[src/hdl/pbce_pkg.sv]
// Package with the types and constants of the packed binary cross erosion block.
package pbce_pkg;

   localparam int MaxRowBytes  = 512;
   localparam int AddrWidth    = $clog2(MaxRowBytes);
   localparam int WidthBits    = 13;
   localparam int HeightBits   = 16;
   localparam int CsrDataWidth = 16;

   localparam logic [WidthBits-1:0]  WidthReset  = WidthBits'(640);
   localparam logic [HeightBits-1:0] HeightReset = HeightBits'(480);
   localparam logic [WidthBits-1:0]  MinWidth    = WidthBits'(9);
   localparam logic [WidthBits-1:0]  MaxWidth    = WidthBits'(8 * MaxRowBytes);

   // Command codes of the request transaction.
   localparam logic CmdPixel = 1'b0;
   localparam logic CmdDrain = 1'b1;

   typedef enum logic [0:0] {
      CSR_WIDTH  = 1'b0,
      CSR_HEIGHT = 1'b1
   } csr_index_type;

   typedef struct packed {
      logic       cmd;
      logic [7:0] pixel_byte;
   } req_payload_type;

   typedef struct packed {
      logic [7:0] out_byte;
      logic       frame_last;
   } rsp_payload_type;

   // What the front end hands to the compute stage for one transaction.
   typedef struct packed {
      logic       has_result;
      logic       is_drain;
      logic       frame_last;
      logic       y_ge2;
      logic       x_first;
      logic       x_last;
      logic       parity;
      logic [2:0] last_bit;
      logic [7:0] pixel_byte;
   } issue_type;

   // Row buffer access for one cycle; both buffers share the read addresses.
   typedef struct packed {
      logic                 rd_en;
      logic [AddrWidth-1:0] rd_addr0;
      logic [AddrWidth-1:0] rd_addr1;
      logic                 wr_en_a;
      logic                 wr_en_b;
      logic [AddrWidth-1:0] wr_addr;
      logic [7:0]           wr_data;
   } mem_ctl_type;

endpackage

[src/hdl/pbce_ctrl.sv]
// Front end: configuration registers, raster counters and row buffer addressing.
module pbce_ctrl (
   input  logic                              clock,
   input  logic                              reset,
   input  logic                              csr_write_en,
   input  logic [0:0]                        csr_index,
   input  logic [pbce_pkg::CsrDataWidth-1:0] csr_wdata,
   input  logic                              accept,
   input  pbce_pkg::req_payload_type         req_data,
   output pbce_pkg::issue_type               issue,
   output pbce_pkg::mem_ctl_type             mem_ctl
);

   localparam int AW = pbce_pkg::AddrWidth;
   localparam int WB = pbce_pkg::WidthBits;
   localparam int HB = pbce_pkg::HeightBits;

   logic [WB-1:0] width_ff, width_in;
   logic [HB-1:0] height_ff, height_in;
   logic [AW-1:0] col_ff, col_in;
   logic [HB-1:0] row_ff, row_in;
   logic [AW-1:0] drain_ff, drain_in;
   logic          done_ff, done_in;

   logic [WB-1:0] wsat;
   logic [WB-1:0] wm1;
   logic [AW-1:0] w0_last;
   logic [2:0]    last_bit;
   logic [HB-1:0] h_last;
   logic          wr_en;

   // Saturated geometry: index of the last byte of a row and its last pixel bit.
   always_comb begin
      wsat = width_ff;
      if (width_ff < pbce_pkg::MinWidth) begin
         wsat = pbce_pkg::MinWidth;
      end else if (width_ff > pbce_pkg::MaxWidth) begin
         wsat = pbce_pkg::MaxWidth;
      end
      wm1      = wsat - WB'(1);
      w0_last  = wm1[AW+2:3];
      last_bit = ~wm1[2:0];
      h_last   = (height_ff < HB'(2)) ? HB'(1) : height_ff - HB'(1);
   end

   always_comb begin
      width_in  = width_ff;
      height_in = height_ff;
      col_in    = col_ff;
      row_in    = row_ff;
      drain_in  = drain_ff;
      done_in   = done_ff;
      wr_en     = 1'b0;
      issue     = '0;
      if (csr_write_en) begin
         case (pbce_pkg::csr_index_type'(csr_index))
            pbce_pkg::CSR_WIDTH:  width_in  = csr_wdata[WB-1:0];
            pbce_pkg::CSR_HEIGHT: height_in = csr_wdata[HB-1:0];
            default:              width_in  = width_ff;
         endcase
         col_in   = '0;
         row_in   = '0;
         drain_in = '0;
         done_in  = 1'b0;
      end else if (accept) begin
         if (req_data.cmd == pbce_pkg::CmdDrain) begin
            if (done_ff) begin
               issue.has_result = 1'b1;
               issue.is_drain   = 1'b1;
               issue.frame_last = (drain_ff >= w0_last);
               if (drain_ff >= w0_last) begin
                  col_in   = '0;
                  row_in   = '0;
                  drain_in = '0;
                  done_in  = 1'b0;
               end else begin
                  drain_in = drain_ff + AW'(1);
               end
            end
         end else if (!done_ff) begin
            issue.has_result = (row_ff != '0);
            issue.y_ge2      = (row_ff >= HB'(2));
            issue.x_first    = (col_ff == '0);
            issue.x_last     = (col_ff >= w0_last);
            issue.parity     = row_ff[0];
            issue.last_bit   = last_bit;
            issue.pixel_byte = req_data.pixel_byte;
            wr_en            = 1'b1;
            if (col_ff >= w0_last) begin
               col_in = '0;
               if (row_ff >= h_last) begin
                  row_in  = '0;
                  done_in = 1'b1;
               end else begin
                  row_in = row_ff + HB'(1);
               end
            end else begin
               col_in = col_ff + AW'(1);
            end
         end
      end
   end

   // The buffer of the current row parity holds row y-2; it is read and overwritten.
   always_comb begin
      mem_ctl.rd_en    = accept;
      mem_ctl.rd_addr0 = col_ff;
      mem_ctl.rd_addr1 = col_ff + AW'(1);
      mem_ctl.wr_en_a  = wr_en && !row_ff[0];
      mem_ctl.wr_en_b  = wr_en && row_ff[0];
      mem_ctl.wr_addr  = col_ff;
      mem_ctl.wr_data  = req_data.pixel_byte;
   end

   always_ff @(posedge clock) begin
      if (reset) begin
         width_ff  <= pbce_pkg::WidthReset;
         height_ff <= pbce_pkg::HeightReset;
         col_ff    <= '0;
         row_ff    <= '0;
         drain_ff  <= '0;
         done_ff   <= 1'b0;
      end else begin
         width_ff  <= width_in;
         height_ff <= height_in;
         col_ff    <= col_in;
         row_ff    <= row_in;
         drain_ff  <= drain_in;
         done_ff   <= done_in;
      end
   end

endmodule

[config.mk]
export PLATFORM = sky130hd
export DESIGN_NAME = pbce_ctrl
export DESIGN_NICKNAME = d
export VERILOG_FILES = /design/src/hdl/pbce_pkg.sv /design/src/hdl/pbce_ctrl.sv
export SDC_FILE = /design/constraint.sdc
export NUM_CORES = 1
export LEC_CHECK = 0
export ABC_AREA = 1
export BUFFER_PORTS_ARGS = -buffer_cell sky130_fd_sc_hd__buf_2
export CORE_UTILIZATION = 55
export CTS_CLUSTER_SIZE = 14
export DETAILED_ROUTE_END_ITERATION = 7
export GPL_ROUTABILITY_DRIVEN = 0
export HOLD_SLACK_MARGIN = 0.08
export PLACE_DENSITY_LB_ADDON = 0.08
export SYNTH_ARGS = -nofsm -noshare
export SYNTH_HDL_FRONTEND = slang
export SYNTH_SLANG_ARGS = --single-unit
[constraint.sdc]
create_clock -name clock -period 4.15 [get_ports clock]
set_clock_uncertainty 0.15 [all_clocks]
set_input_delay 0.415 -clock clock [delete_from_list [all_inputs] [get_ports clock]]
set_output_delay 0.415 -clock clock [all_outputs]
set_load 0.005 [all_outputs]
==> summary.txt <==
outcome -> complete, no violations
Crit Path Max Fanout -> 7
Tot Pwr -> 1.55 mW
share of cells above drive strength 1 -> 19.9%
syn_nets -> 803
vias in the first global route -> 4,295
Sink Count -> 64
Max VDD drop -> 207 uV
Final nets -> 876
Worst Setup Path Type -> flop to output port
Placed Cells incl. Taps -> 893
max_slew headroom -> 47.5%
largest net degree at the start of global routing -> 31
Critical Path Start Type -> flop
CTS Buf Count -> 9
Starting Density -> 57.6%
Residual DRC -> 0
Critical Path Sink Type -> output port
Core Box Area -> 8340 um2
worst slew pin tran -> 787 ps
H-tree depth -> 3
Hold Fails Final Rpt -> 0
Tightest Hold Check Type -> input pin to flop
#FFs+latches synth -> 64
global route total overflow -> 0
CTS Root Cell -> clkbuf_8
fmax -> 251 MHz
Leak -> 2.84 nW
post-route insts no fill -> 915
DR WL/cell -> 13.0 um
1st-iter DRT viols -> 150
Tmin final -> 3980 ps
DIE HEIGHT -> 95.4 um
Rows -> 33
initial antenna violation count -> 0
Pre-Repair DR Iteration Count -> 4
placed instance area -> 5170 um2
yosys warns -> 0
register area share after synthesis -> 26.7%
CP Data Required Time -> 3590 ps
setup ws final -> 167 ps
all-layer global routing usage -> 26.6%
maxcap violations -> 0
Chip Width -> 95.4 um
ANT cells -> 0
Setup TNS -> 0 ps
DP Wirelength -> 9.16 mm
synthesized area -> 4800 um2
fin util -> 65.9%
TritonCTS clock tree -> yes
Post-CTS Hold Buffers -> 0
met2 routed WL -> 5.42 mm
final WL -> 11.9 mm
layout overhead on the synthesized area -> 14.5%
Yosys cell types -> 38
WHS -> 143 ps
pwr dens -> 281 nW/um2
# setup viols final -> 0
DR vias -> 4,881
clk slew on worst S/H paths -> 80 ps
# IOs -> 86
Final Cell Area -> 5500 um2
maximum clock path buffer count -> 2
first-pass GRT wire length -> 19.3 mm
Max Slew Vio Count -> 0
DR top layer -> met4
IO Port Bufs -> 85
met3 wire len -> 634 um
detail-routed via count per cell -> 5.33
Avg Cell Area, Syn -> 6.56 um2
Place WS -> 261 ps
ANT nets after route -> 0
Clk Latency, worst-skew pair -> 340 ps
Mapped Cells -> 732
die area -> 9110 um2
crit path DAT -> 3420 ps
Tcrit/Tclk final -> 96.0%
met1 WL -> 5.68 mm
[routing by layer]
| layer | track usage [%] | up-vias |
|---|---|---|
| met3 | 3.99 | 14 |
| met4 | 6.59 | 0 |
| met1 | 35.5 | 2192 |
| met2 | 44.8 | 145 |
| li1 | - | 2530 |
| met5 | 0 | - |
[synthesized netlist by cell type]
master | count | share of area (%)
buf_2 | 1 | 0.10
clkinv_1 | 2 | 0.16
nand3b_1 | 2 | 0.31
nand4_2 | 1 | 0.26
nand3_1 | 44 | 4.6
inv_1 | 81 | 6.3
nor3b_1 | 6 | 0.94
nand3_4 | 3 | 1.1
o21a_1 | 1 | 0.16
o21ai_1 | 1 | 0.10
nor2_4 | 1 | 0.23
xor2_1 | 19 | 3.5
a21boi_2 | 1 | 0.23
ha_1 | 41 | 11
nor3_2 | 1 | 0.21
buf_6 | 3 | 0.70
o211ai_1 | 1 | 0.16
nand4_1 | 14 | 1.8
xnor2_1 | 4 | 0.73
a21oi_1 | 59 | 6.1
o41ai_1 | 1 | 0.18
dfxtp_1 | 64 | 27
nand2_1 | 146 | 11
buf_4 | 20 | 3.1
o21bai_1 | 2 | 0.31
nor2_1 | 115 | 9.0
nor3_1 | 29 | 3.0
nand3_2 | 1 | 0.21
o21ai_2 | 1 | 0.18
o21ai_0 | 33 | 3.4
o32ai_1 | 1 | 0.18
nor2_2 | 2 | 0.26
nor4_1 | 5 | 0.65
or2_1 | 1 | 0.13
or2_2 | 6 | 0.78
nand2_2 | 8 | 1.0
o221ai_1 | 1 | 0.18
clkbuf_1 | 10 | 0.78
[final timing paths]
check	start	to	slack [ps]	depth (start not counted)
max	width_ff[5]	issue[15]	170	23
min	csr_wdata[7]	height_ff[7]	140	3
max reg2reg	width_ff[5]	row_ff[4]	270	25
min reg2reg	width_ff[1]	width_ff[1]	340	2
[cell type report]
cell class / count / area (um2)
timing repair buffer: 95 / 500
fill: 797 / 2840
clock inverter: 7 / 55.1
sequential: 64 / 1290
inverter: 83 / 312
clock buffer: 9 / 124
multi-input combinational: 552 / 3080
tap: 105 / 131
[power by group]
| part | internal, mW | switching [mW] | total, mW |
|---|---|---|---|
| combinational | 0.151 | 0.228 | 0.380 |
| sequential | 0.640 | 0.0318 | 0.672 |
| clock | 0.223 | 0.273 | 0.496 |
| total | 1.01 | 0.533 | 1.55 |
[critical path, stage by stage, from the launching register on]
cell and delay, ps:
dfxtp_2 360, or2_1 130, nor2_2 50, nand2_2 100
nand2_4 90, a21boi_4 210, buf_4 190, nand3_2 90
nor2_1 130, xor2_1 270, ha_1 330, a21oi_2 180
nand3_2 110, a21oi_2 180, inv_1 60, nand3_1 80
nand2_1 60, nand2_1 50, nand2_1 50, nand2_2 70
nand2_1 50, nand2_1 80, nor2_1 40, buf_2 130
[flip-flops by register name (all words and copies together), names as in the netlist]
register	count
col_ff	9
done_ff	1
height_ff	16
drain_ff	9
width_ff	13
row_ff	16
[kinds of logic (layout without fill, tap and decap cells)]
logic type                 Yosys count  in the layout  synth area share, %
and+or+nand+nor                    385            386                 36.0
xor gates and xnor gates            23             23                 4.19
AOI/OAI and AO/OA                  102            102                 11.3
adders and majority gates           41             41                 10.7
buffers and inverters              117            194                 11.2
DFF                                 64             64                 26.7
[repair_timing]
item,in CTS,in global routing
hold endpoints to repair,0,0
setup endpoints to repair,1,28
pin swaps,0,17
gates resized for setup,1,31
setup buffers,0,5
cloned,0,1
[cell usage in the layout, fill, tap and decap left out, drive strengths merged, types with 4 or more instances in the layout]
| cell type | synthesis | routed |
|---|---|---|
| nand2 | 154 | 155 |
| nor2 | 118 | 118 |
| buf | 24 | 95 |
| inv | 81 | 84 |
| dfxtp | 64 | 64 |
| a21oi | 59 | 59 |
| nand3 | 48 | 48 |
| ha | 41 | 41 |
| o21ai | 35 | 35 |
| nor3 | 30 | 30 |
| xor2 | 19 | 19 |
| nand4 | 15 | 15 |
| clkbuf | 10 | 9 |
| or2 | 7 | 7 |
| nor3b | 6 | 6 |
| nor4 | 5 | 5 |
| xnor2 | 4 | 4 |
| clkinv | 2 | 4 |
Note: power is estimated with default switching activity, not from simulation.
