<file path="src/hdl/pbce_pkg.sv">
// Package with the types and constants of the packed binary cross erosion block.
package pbce_pkg;

   localparam int MaxRowBytes  = 512;
   localparam int AddrWidth    = $clog2(MaxRowBytes);
   localparam int WidthBits    = 13;
   localparam int HeightBits   = 16;
   localparam int CsrDataWidth = 16;

   localparam logic [WidthBits-1:0]  WidthReset  = WidthBits'(640);
   localparam logic [HeightBits-1:0] HeightReset = HeightBits'(480);
   localparam logic [WidthBits-1:0]  MinWidth    = WidthBits'(9);
   localparam logic [WidthBits-1:0]  MaxWidth    = WidthBits'(8 * MaxRowBytes);

   // Command codes of the request transaction.
   localparam logic CmdPixel = 1'b0;
   localparam logic CmdDrain = 1'b1;

   typedef enum logic [0:0] {
      CSR_WIDTH  = 1'b0,
      CSR_HEIGHT = 1'b1
   } csr_index_type;

   typedef struct packed {
      logic       cmd;
      logic [7:0] pixel_byte;
   } req_payload_type;

   typedef struct packed {
      logic [7:0] out_byte;
      logic       frame_last;
   } rsp_payload_type;

   // What the front end hands to the compute stage for one transaction.
   typedef struct packed {
      logic       has_result;
      logic       is_drain;
      logic       frame_last;
      logic       y_ge2;
      logic       x_first;
      logic       x_last;
      logic       parity;
      logic [2:0] last_bit;
      logic [7:0] pixel_byte;
   } issue_type;

   // Row buffer access for one cycle; both buffers share the read addresses.
   typedef struct packed {
      logic                 rd_en;
      logic [AddrWidth-1:0] rd_addr0;
      logic [AddrWidth-1:0] rd_addr1;
      logic                 wr_en_a;
      logic                 wr_en_b;
      logic [AddrWidth-1:0] wr_addr;
      logic [7:0]           wr_data;
   } mem_ctl_type;

endpackage

</file>
<file path="src/hdl/pbce_datapath.sv">
// Compute stage and output register: combines the read bytes into the eroded byte.
module pbce_datapath (
   input  logic                      clock,
   input  logic                      reset,
   input  logic                      accept,
   input  pbce_pkg::issue_type       issue,
   input  logic [7:0]                a_rd0,
   input  logic [7:0]                a_rd1,
   input  logic [7:0]                b_rd0,
   input  logic [7:0]                b_rd1,
   output logic                      stage_ready,
   output logic                      rsp_valid,
   input  logic                      rsp_ready,
   output pbce_pkg::rsp_payload_type rsp_data
);

   logic                      s2_valid_ff, s2_valid_in;
   pbce_pkg::issue_type       s2_ff;
   logic                      left_ff;
   logic                      out_valid_ff, out_valid_in;
   pbce_pkg::rsp_payload_type out_ff;

   logic       s2_advance;
   logic [7:0] cur_c;
   logic [7:0] prev_c;
   logic [7:0] prev_r;
   logic [7:0] p;

   assign s2_advance  = s2_valid_ff && (!out_valid_ff || rsp_ready);
   assign stage_ready = !s2_valid_ff || s2_advance;

   always_comb begin
      cur_c  = s2_ff.parity ? b_rd0 : a_rd0;
      prev_c = s2_ff.parity ? a_rd0 : b_rd0;
      prev_r = s2_ff.parity ? a_rd1 : b_rd1;
      p = prev_c & {prev_c[6:0], 1'b1} & {1'b1, prev_c[7:1]} & cur_c & s2_ff.pixel_byte;
      if (s2_ff.x_first || !left_ff) begin
         p[7] = 1'b0;
      end
      if (!s2_ff.x_last) begin
         if (!prev_r[7]) begin
            p[0] = 1'b0;
         end
      end else begin
         p[s2_ff.last_bit] = 1'b0;
      end
      if (!s2_ff.y_ge2 || s2_ff.is_drain) begin
         p = '0;
      end
   end

   always_comb begin
      s2_valid_in = s2_valid_ff;
      if (accept) begin
         s2_valid_in = issue.has_result;
      end else if (s2_advance) begin
         s2_valid_in = 1'b0;
      end
      out_valid_in = out_valid_ff;
      if (s2_advance) begin
         out_valid_in = 1'b1;
      end else if (rsp_ready) begin
         out_valid_in = 1'b0;
      end
   end

   always_ff @(posedge clock) begin
      if (reset) begin
         s2_valid_ff  <= 1'b0;
         out_valid_ff <= 1'b0;
      end else begin
         s2_valid_ff  <= s2_valid_in;
         out_valid_ff <= out_valid_in;
      end
   end

   always_ff @(posedge clock) begin
      if (accept) begin
         s2_ff <= issue;
      end
      if (s2_advance) begin
         out_ff.out_byte   <= p;
         out_ff.frame_last <= s2_ff.frame_last;
         if (!s2_ff.is_drain) begin
            left_ff <= prev_c[0];
         end
      end
   end

   assign rsp_valid = out_valid_ff;
   assign rsp_data  = out_ff;

endmodule

</file>
<file path="config.mk">
export PLATFORM = sky130hd
export DESIGN_NAME = pbce_datapath
export DESIGN_NICKNAME = d
export VERILOG_FILES = /design/src/hdl/pbce_pkg.sv /design/src/hdl/pbce_datapath.sv
export SDC_FILE = /design/constraint.sdc
export NUM_CORES = 1
export LEC_CHECK = 0
export ABC_AREA = 1
export BUFFER_PORTS_ARGS = -buffer_cell sky130_fd_sc_hd__buf_2
export CELL_PAD_IN_SITES_DETAIL_PLACEMENT = 1
export CELL_PAD_IN_SITES_GLOBAL_PLACEMENT = 1
export CORE_UTILIZATION = 25
export DETAILED_ROUTE_END_ITERATION = 12
export PLACE_DENSITY_LB_ADDON = 0.1
export SETUP_SLACK_MARGIN = 0.4
export SYNTH_ARGS = -nofsm -noshare
export SYNTH_HDL_FRONTEND = slang
export SYNTH_SLANG_ARGS = --single-unit
export TNS_END_PERCENT = 5
</file>
<file path="constraint.sdc">
create_clock -name clock -period 1.2 [get_ports clock]
set_input_delay 0.06 -clock clock [delete_from_list [all_inputs] [get_ports clock]]
set_output_delay 0.06 -clock clock [all_outputs]
set_load 0.02 [all_outputs]
</file>
==> flow_summary_export.csv, run 1 <==
group,metric,value,unit
setup_path,reg2reg_depth,8,
sta,tightestPinTransition,0.420,ns
logic_synthesis,synthesis.area,1420,um^2
sta,layout_setup_ws,-0.0543,ns
sta,fmax,0.797,GHz
logic_synthesis,synth_most_common_cell,"nand2_1",
setup_path,cp.required,1.23,ns
sta,relSlewSlack,72.0,%
sta,hold_viol_final,0,
detailed_routing,drt_iter0_drc,19,
clocking,clock_path_buffers,2,
floorplan,die_w,77.4,um
logic_synthesis,synth_top_cell_by_area,"edfxtp_1",
sta,finalCritPeriodShare,105,%
detailed_routing,drtPass1Iterations,4,
final_layout,diodes,0,
logic_synthesis,synth_nets,208,
clocking,cts.sinks,29,
pwr,seqPwrFrac,50.7,%
sta,fin_skew,0.00349,ns
logic_synthesis,ys_ff_latch,29,
sta,rsz0062_at_grt,"yes",
detailed_routing,drt-total-wl,3.87,mm
floorplan,core,5510,um^2
flow_run,max_cap_viol_count,0,
logic_synthesis,async_reset_ff_share,0,%
clocking,tritoncts,"done",
run_status,violations,"negative setup slack",
sta,setup_tns,-0.108,ns
setup_path,cp_slowest_cell,"edfxtp_1",
setup_path,critical_path_class,"flop to flop",
grt,grt_start_max_net_pins,19,
detailed_routing,vias,1289,
logic_synthesis,netlist_top_cells_area,"edfxtp_1 (57%), nand2_1 (13%), inv_1 (5.8%)",
pwr,intPower,1780,uW
pwr,switching_share,25.4,%
logic_synthesis,yosysTopAreaCellShare,57.0,%
floorplan,die_y,77.4,um
logic_synthesis,yosys-top-cells-count,"nand2_1 (50), edfxtp_1 (27), inv_1 (22)",
grt,grtUsageTotal,14.0,%
pwr,max-vdd-ir-drop,503,uV
pwr,pwr-share-comb,17.6,%
placed_design,hpwl,2.91,mm
clocking,htreeDepth,2,
logic_synthesis,netlist_instances,154,
logic_synthesis,synth_area_per_cell,9.24,um^2
final_layout,drive_gt1_share,37.1,%
final_layout,design_area,2220,um^2
sta,finalSetupViolations,4,
sta,min_period,1.25,ns
setup_path,crit_fanout,6,
pwr,switching_power,604,uW
logic_synthesis,synth-edff-count,27,
detailed_routing,ant_nets,0,
pwr,clock_power_share,31.7,%
placed_design,port_buffers,50,
detailed_routing,routed_via_density,4.17,
floorplan,rows,27,
setup_path,cp-start-kind,"flop",
final_layout,nets,290,
setup_path,crit_buf_inv,3,
grt,grt-ovfl-total,0,
setup_path,path_cells,"buf_4 -> clkinvlp_4 -> nand2_1 -> nand2_1 -> nand2_1 -> inv_1 -> nand2_1 -> nor2_2",
final_layout,fin_util,40.3,%
clocking,cts-buffers-inserted,5,
run_status,status,"complete, but fails checks",
clocking,cts-root-buf,"clkbuf_8",
sta,holdWs,0.100,ns
placed_design,place.gp.congestion,0.811,
worst_hold_path,whs_path_depth,3,
logic_synthesis,synthFlopType,"edfxtp_1",
setup_path,critical_path_depth,8,
worst_hold_path,worstHoldPathType,"primary input to flop",
setup_path,cp.arrival,1.29,ns
clocking,cts.clk_slew.worst_paths,0.06,ns
pwr,p_leak,0.00103,uW
detailed_routing,drc,0,
clocking,clock_latency,0.27,ns
placed_design,place_area,1790,um^2
setup_path,worst_path_most_repeated_cell,"nand2_1",
floorplan,die_area,6000,um^2
floorplan,start_util,25.8,%
logic_synthesis,ys.warnings.count,0,
setup_path,critPathMaxStageDelay,0.37,ns
grt,first_global_vias,1331,
floorplan,ios,65,
sta,slew_violations,0,
detailed_routing,wire_per_inst,12.5,um
setup_path,critPathTopFamily,"flip-flops",
grt,grt_pass1_wl,6.25,mm
setup_path,cp-end-kind,"flop",
final_layout,area_growth,55.8,%
pwr,powerDensity,1070,nW/um^2
logic_synthesis,yosysSeqAreaShare,59.8,%
grt,antenna_found_initial,0,
logic_synthesis,yosysUniqueCellTypes,18,
-- flip-flops by register name, indices dropped and copies added, names as in the netlist --
| name | flops |
|---|---|
| s2_valid_ff | 1 |
| rsp_data | 9 |
| left_ff | 1 |
| rsp_valid | 1 |
| s2_ff | 17 |
-- area by class of cell --
class,instances,area (um^2)
clock buffers,6,72.6
clock inverters,2,10.0
fillers,654,3290
inverters,23,91.3
multi-input cells,99,494
flip-flops and latches,29,853
well taps,72,90.1
repair buffers,77,598
repair inverters,1,7.51
-- worst min-delay path: stages --
cell and delay (ns):
buf_2 0.09, o21bai_1 0.08, a21oi_1 0.11
-- what timing repair did --
action	CTS	global route
pin swaps	2	3
endpoints found under the hold margin	18	0
resized for setup	33	12
endpoints found under the setup margin	30	30
setup buffers	2	0
hold buffers	18	0
gates cloned	1	0
-- cell families (layout without fill, tap and decap cells) --
kind of cell | Yosys count | in the layout | share of synthesized area, %
AO/OA/AOI/OAI | 8 | 8 | 2.99
buffers and inverters | 26 | 109 | 8.88
flip-flops | 29 | 29 | 59.8
AND/OR/NAND/NOR | 91 | 91 | 28.3
-- layer usage --
metal | vias up | wire (um) | GRT usage, %
li1 | 659 | - | -
met1 | 592 | 1630 | 16.1
met2 | 33 | 2060 | 25.1
met3 | 5 | 136 | 2.71
met4 | 0 | 46 | 5.66
met5 | - | 0 | 0
-- placed cells by master, fill, tap and decap left out, types with 2 or more instances in the layout --
cell,synthesis,final
buf_6,2,14
nor2_1,16,15
nand2_2,4,7
clkinv_2,0,2
nand3_1,10,9
buf_2,0,39
buf_4,0,4
nor2_4,0,3
nand2_4,2,4
dfxtp_2,0,2
inv_1,22,21
nand2_1,50,45
edfxtp_1,27,27
dlygate4sd3_1,0,18
a21oi_1,3,3
nand4_1,5,5
o21ai_1,2,2
clkbuf_8,0,5
-- stage by stage --
stage / instances / power (uW) / setup WS [ns]
floorplan: 154 / 1390 / 0.0561
global placement: 280 / 1540 / -0.0124
detailed placement: 280 / 1550 / -0.0282
CTS: 309 / 2400 / -0.0361
global route: 309 / 2520 / -0.150
finish: 309 / 2380 / -0.0543
-- power by group through the flow --
stage,Sequential [uW],Combinational [uW],Clock (uW)
finish,1210,420,755
global placement,1220,316,0
global route,1210,468,838
CTS,1200,406,794
floorplan,1220,171,0
detailed placement,1230,323,0
-- final timing paths --
kind             start           to  slack (ns)
max reg2reg  s2_ff[11]  rsp_data[5]       -0.05
min reg2reg  s2_ff[15]  rsp_data[0]        0.43
min          issue[17]  s2_valid_ff        0.10
max          s2_ff[11]  rsp_data[5]       -0.05
Note: power is estimated with default switching activity, not from simulation.
==> run 2, diff against run 1 <==
- CELL_PAD_IN_SITES_DETAIL_PLACEMENT: 1 -> unset
- CELL_PAD_IN_SITES_GLOBAL_PLACEMENT: 1 -> unset
- PLACE_DENSITY_LB_ADDON: 0.1 -> unset
==> run 2 against run 1 <==
Against the previous run: the run still ends with negative setup slack left; via count decreased by 2.9%; clock skew up 0.0035 ns; clock-buffer cell count up 1; fmax up 2.6%; core utilization is 1.5 points lower; flip-flop and latch count did not move; non-clock buffer count down 3; critical path depth down 2; global-route usage is 2.5 points lower; combinational power decreased by 13%; critical endpoint is now rsp_data[7]; largest power group unchanged.
==> flow_summary_export.csv, run 2 (synthesized netlist as in run 1, its figures left out) <==
group,metric,value,unit
pwr,seqPwrFrac,51.5,%
grt,antenna_found_initial,0,
detailed_routing,drc,0,
grt,grt_start_max_net_pins,19,
clocking,cts.clk_slew.worst_paths,0.06,ns
sta,tightestPinTransition,0.385,ns
run_status,violations,"negative setup slack",
detailed_routing,ant_nets,0,
setup_path,cp_slowest_cell,"edfxtp_1",
floorplan,start_util,25.8,%
detailed_routing,wire_per_inst,10.5,um
final_layout,area_growth,49.9,%
final_layout,nFillCells,588,
clocking,cts_setup_buffers,0,
grt,grtUsageTotal,11.5,%
clocking,cts.sinks,29,
run_status,status,"complete, but fails checks",
setup_path,critical_path_class,"flop to flop",
setup_path,worst_path_most_repeated_cell,"nand2_1",
setup_path,crit_buf_inv,1,
flow_run,max_cap_viol_count,0,
clocking,clock_latency,0.28,ns
sta,hold_viol_final,0,
sta,slew_violations,0,
detailed_routing,drtPass1Iterations,4,
final_layout,diodes,0,
grt,grt-ovfl-total,0,
sta,relSlewSlack,74.4,%
pwr,switching_power,581,uW
final_layout,layout_commonest_cell,"nand2_1",
worst_hold_path,whs_path_depth,3,
detailed_routing,routed_via_density,4.10,
setup_path,critical_path_depth,6,
final_layout,largest_reg_flops,17,
clocking,htreeDepth,2,
sta,finalSetupViolations,4,
sta,fmax,0.818,GHz
grt,first_global_vias,1185,
final_layout,fin_util,38.7,%
placed_design,port_buffers,50,
setup_path,crit_fanout,12,
placed_design,dp.cells,279,
placed_design,hpwl,2.46,mm
pwr,clock_power_share,32.8,%
floorplan,die_w,77.4,um
final_layout,nets,286,
pwr,switching_share,24.9,%
clocking,cts-root-buf,"clkbuf_8",
detailed_routing,drt_iter0_drc,29,
sta,rsz0062_at_grt,"yes",
final_layout,top_register,"s2_ff",
floorplan,die_area,6000,um^2
sta,layout_setup_ws,-0.0225,ns
pwr,intPower,1760,uW
floorplan,ios,65,
clocking,tritoncts,"done",
final_layout,drive_gt1_share,34.3,%
setup_path,critPathMaxStageDelay,0.47,ns
setup_path,cp.required,1.24,ns
setup_path,cp.arrival,1.26,ns
floorplan,die_y,77.4,um
final_layout,final_cell_mix,"nand2_1 (48), buf_2 (39), edfxtp_1 (27), inv_1 (21), dlygate4sd3_1 (18)",
placed_design,place.gp.congestion,0.848,
worst_hold_path,worstHoldPathType,"primary input to flop",
clocking,clock_path_buffers,2,
setup_path,cp-start-kind,"flop",
final_layout,stdcell_count,305,
pwr,powerDensity,1100,nW/um^2
detailed_routing,drt-total-wl,3.20,mm
clocking,cts-buffers-inserted,5,
sta,min_period,1.22,ns
setup_path,critPathTopFamily,"flip-flops",
setup_path,path_cells,"inv_4 -> nand2_1 -> nand2_1 -> nor2_2 -> nand2_1 -> nor2_1",
grt,grt_pass1_wl,5.13,mm
pwr,p_leak,0.000998,uW
detailed_routing,vias,1251,
setup_path,cp-end-kind,"flop",
floorplan,core,5510,um^2
sta,holdWs,0.0746,ns
pwr,max-vdd-ir-drop,565,uV
sta,fin_skew,0.00698,ns
pwr,pwr-share-comb,15.7,%
sta,finalCritPeriodShare,102,%
floorplan,rows,27,
setup_path,reg2reg_depth,6,
==> run 2: cell count changes in the layout (fill, tap and decap cells not counted), sizes merged <==
cell and delta:
clkbuf +1, clkinv -1, clkinvlp -1, buf -3
==> run 2: worst reg2reg max path, delay by kind of cell, from the launching register on <==
| kind | cells | cell delay (ns) |
|---|---|---|
| DFF | 1 | 0.47 |
| buffers and inverters | 1 | 0.20 |
| and+or+nand+nor | 5 | 0.30 |
==> run 2: worst paths after layout <==
check                           slack, ns  startpoint     endpoint
worst max-delay path                -0.02   s2_ff[11]  rsp_data[7]
worst min-delay path                 0.07   issue[17]  s2_valid_ff
worst max register to register      -0.02   s2_ff[11]  rsp_data[7]
worst min register to register       0.42   s2_ff[15]  rsp_data[0]
==> run 2: cell type report <==
class | count | area (um^2) | share of cell area [%]
multi-input cells | 99 | 462 | 21.7
repair buffers | 74 | 557 | 26.1
inverters | 23 | 88.8 | 4.17
clock buffers | 7 | 76.3 | 3.58
well taps | 72 | 90.1 | 4.23
flip-flops and latches | 29 | 853 | 40.0
clock inverters | 1 | 5.00 | 0.235
==> run 2: what timing repair did <==
item / in CTS / in global routing
hold buffers: 18 / 0
pin swaps: 4 / 0
gates resized for setup: 29 / 2
cloned: 0 / 0
setup endpoints to repair: 30 / 30
endpoints found under the hold margin: 18 / 0
==> run 2: stage by stage <==
stage	setup slack (ns)	TNS (ns)	total power (uW)	instance area, um^2
6_report	-0.0225	-0.0762	2340	2130
5_1_grt	-0.108	-0.543	2450	2130
4_1_cts	-0.0129	-0.0461	2360	2130
3_5_place_dp	-0.00438	-0.00602	1530	1780
3_3_place_gp	0.0184	0	1520	1780
2_1_floorplan	0.0561	0	1390	1420
==> run 2: layer usage <==
metal  share of wire [%]  global-route usage, %  vias to the layer above
li1                    -                      -                      648
met1                  45                   13.8                      553
met2                  47                   18.2                       43
met3                 6.3                   3.76                        7
met4                 2.5                   5.85                        0
met5                   0                      0                        -
==> run 2: power by group through the flow <==
| stage | Sequential (uW) | Clock, uW | Combinational [uW] |
|---|---|---|---|
| after CTS | 1200 | 788 | 368 |
| final | 1200 | 768 | 367 |
| after detailed placement | 1220 | 0 | 310 |
| after floorplan | 1220 | 0 | 171 |
| after global placement | 1220 | 0 | 304 |
| after global routing | 1210 | 831 | 414 |
==> run 3, diff against run 2 <==
- CORE_UTILIZATION: 25 -> 46
- PLACE_DENSITY: unset -> 0.79
- clock period: 1.2 -> 1.13 ns (I/O delays scaled with it)
==> run 3 against run 2 <==
Against the previous run: die area is 45% lower; critical path depth is 1 higher; highest routed layer unchanged; largest power group unchanged; the flow finishes with violations (design-rule violations, negative setup slack); fmax is 1.2% lower; setup slack worse by 0.085 ns; sequential power is 7% higher.
==> flow_summary_export.csv, run 3 (synthesized netlist as in run 1, its figures left out) <==
group,metric,value,unit
run_status,status,"complete, but fails checks",
run_status,violations,"design-rule violations, negative setup slack",
grt,grt-ovfl-total,0,
pwr,p_leak,0.00103,uW
final_layout,final_cell_mix,"nand2_1 (39), buf_2 (39), edfxtp_1 (27), inv_1 (21), dlygate4sd3_1 (19)",
final_layout,largest_reg_flops,17,
grt,first_global_vias,1197,
setup_path,cp-start-kind,"flop",
floorplan,die_y,57.6,um
clocking,cts-buffers-inserted,5,
setup_path,cp.required,1.34,ns
sta,finalCritPeriodShare,110,%
detailed_routing,drt-total-wl,3.41,mm
sta,tightestPinTransition,0.376,ns
grt,grt_start_max_net_pins,19,
final_layout,drive_gt1_share,40.1,%
floorplan,core,2850,um^2
setup_path,timing.rr.start,"s2_ff[11]",
grt,antenna_found_initial,0,
sta,relSlewSlack,74.9,%
detailed_routing,vias,1293,
detailed_routing,drtPass1Iterations,11,
placed_design,port_buffers,50,
setup_path,r2r_setup_slack,-0.11,ns
floorplan,start_util,49.9,%
clocking,cts.clk_slew.worst_paths,0.09,ns
pwr,powerDensity,1100,nW/um^2
clocking,cts.sinks,29,
final_layout,area_growth,52.8,%
final_layout,nets,290,
placed_design,hpwl,2.10,mm
final_layout,top_register,"s2_ff",
worst_hold_path,whs_path_depth,4,
clocking,htreeDepth,2,
flow_run,max_cap_viol_count,0,
sta,slew_violations,0,
floorplan,ios,65,
pwr,max-vdd-ir-drop,965,uV
setup_path,cp-end-kind,"flop",
grt,grt_pass1_wl,4.69,mm
worst_hold_path,hp-start,"rsp_ready",
final_layout,design_area,2170,um^2
sta,layout_setup_ws,-0.108,ns
sta,hold_viol_final,0,
clocking,cts-root-buf,"clkbuf_4",
placed_design,place_area,1720,um^2
detailed_routing,wire_per_inst,12.7,um
setup_path,critical_path_class,"flop to flop",
setup_path,rr_endpoint,"rsp_data[5]",
floorplan,die_w,57.6,um
detailed_routing,drt_iter0_drc,40,
floorplan,rows,19,
grt,grtUsageTotal,19.7,%
setup_path,crit_fanout,7,
placed_design,place.gp.congestion,0.820,
floorplan,die_area,3320,um^2
detailed_routing,drc,3,
clocking,clock_path_buffers,2,
setup_path,cp.arrival,1.44,ns
sta,holdWs,0.0347,ns
sta,finalSetupViolations,7,
sta,rsz0062_at_grt,"yes",
clocking,clock_latency,0.33,ns
sta,fmax,0.808,GHz
clocking,tritoncts,"done",
detailed_routing,routed_via_density,4.82,
sta,fin_skew,0.00920,ns
sta,setup_tns,-0.462,ns
worst_hold_path,holdPathEnd,"s2_valid_ff",
sta,min_period,1.24,ns
setup_path,crit_start,"s2_ff[11]",
final_layout,diodes,0,
setup_path,reg2reg_depth,7,
worst_hold_path,worstHoldPathType,"primary input to flop",
detailed_routing,ant_nets,0,
==> run 3: layer usage <==
layer  up-vias  track usage [%]  share of wire (%)
li1        658                -                  -
met1       566             19.9                 38
met2        61             35.9                 52
met3         8             8.48                7.3
met4         0             7.32                2.2
met5         -                0                  0
==> run 3: report_power, final <==
part	internal, uW	switching (uW)
registers	1240	34.5
logic	222	241
clock network	292	350
total	1750	626
==> run 3: critical path, cell delays in order, from the launching register on <==
cell and delay [ns]:
edfxtp_1 0.41, buf_6 0.15, buf_6 0.13, nand2_1 0.07, nand2_2 0.07, nor2_1 0.13
nand2_1 0.08, nor2_2 0.07
==> run 3: metrics by stage <==
| step | utilization [%] | worst slack (ns) | power [uW] | instances |
|---|---|---|---|---|
| 2_1_floorplan | - | -0.0139 | 1480 | 154 |
| 3_3_place_gp | 60.3 | -0.0584 | 1610 | 238 |
| 3_5_place_dp | 60.3 | -0.0676 | 1610 | 238 |
| 4_1_cts | 72.5 | -0.0902 | 2310 | 265 |
| 5_1_grt | 76.2 | -0.204 | 2480 | 268 |
| 6_report | 76.2 | -0.108 | 2380 | 268 |
==> run 3: layout make-up <==
cell class / count / area [um^2]
Timing Repair inverter: 1 / 6.26
Sequential cell: 29 / 853
Timing Repair Buffer: 77 / 588
Fill cell: 187 / 679
Clock inverter: 2 / 8.76
Tap cell: 31 / 38.8
Clock buffer: 6 / 51.3
Multi-Input combinational cell: 99 / 532
Inverter: 23 / 95.1
==> run 3: worst max-delay path by stage <==
| stage | depth (start not counted) | slack, ns | to |
|---|---|---|---|
| floorplan | 8 | -0.01 | rsp_data[1] |
| global placement | 4 | -0.06 | rsp_data[3] |
| detailed placement | 6 | -0.07 | rsp_data[6] |
| CTS | 6 | -0.09 | rsp_data[6] |
| global route | 7 | -0.20 | rsp_data[5] |
| finish | 7 | -0.11 | rsp_data[5] |
==> run 3: timing repair <==
action	CTS	global route
setup endpoints to repair	30	31
endpoints found under the hold margin	19	0
pin swaps	4	11
gates cloned	0	1
setup buffers	0	2
hold buffers	19	0
resized for setup	32	25
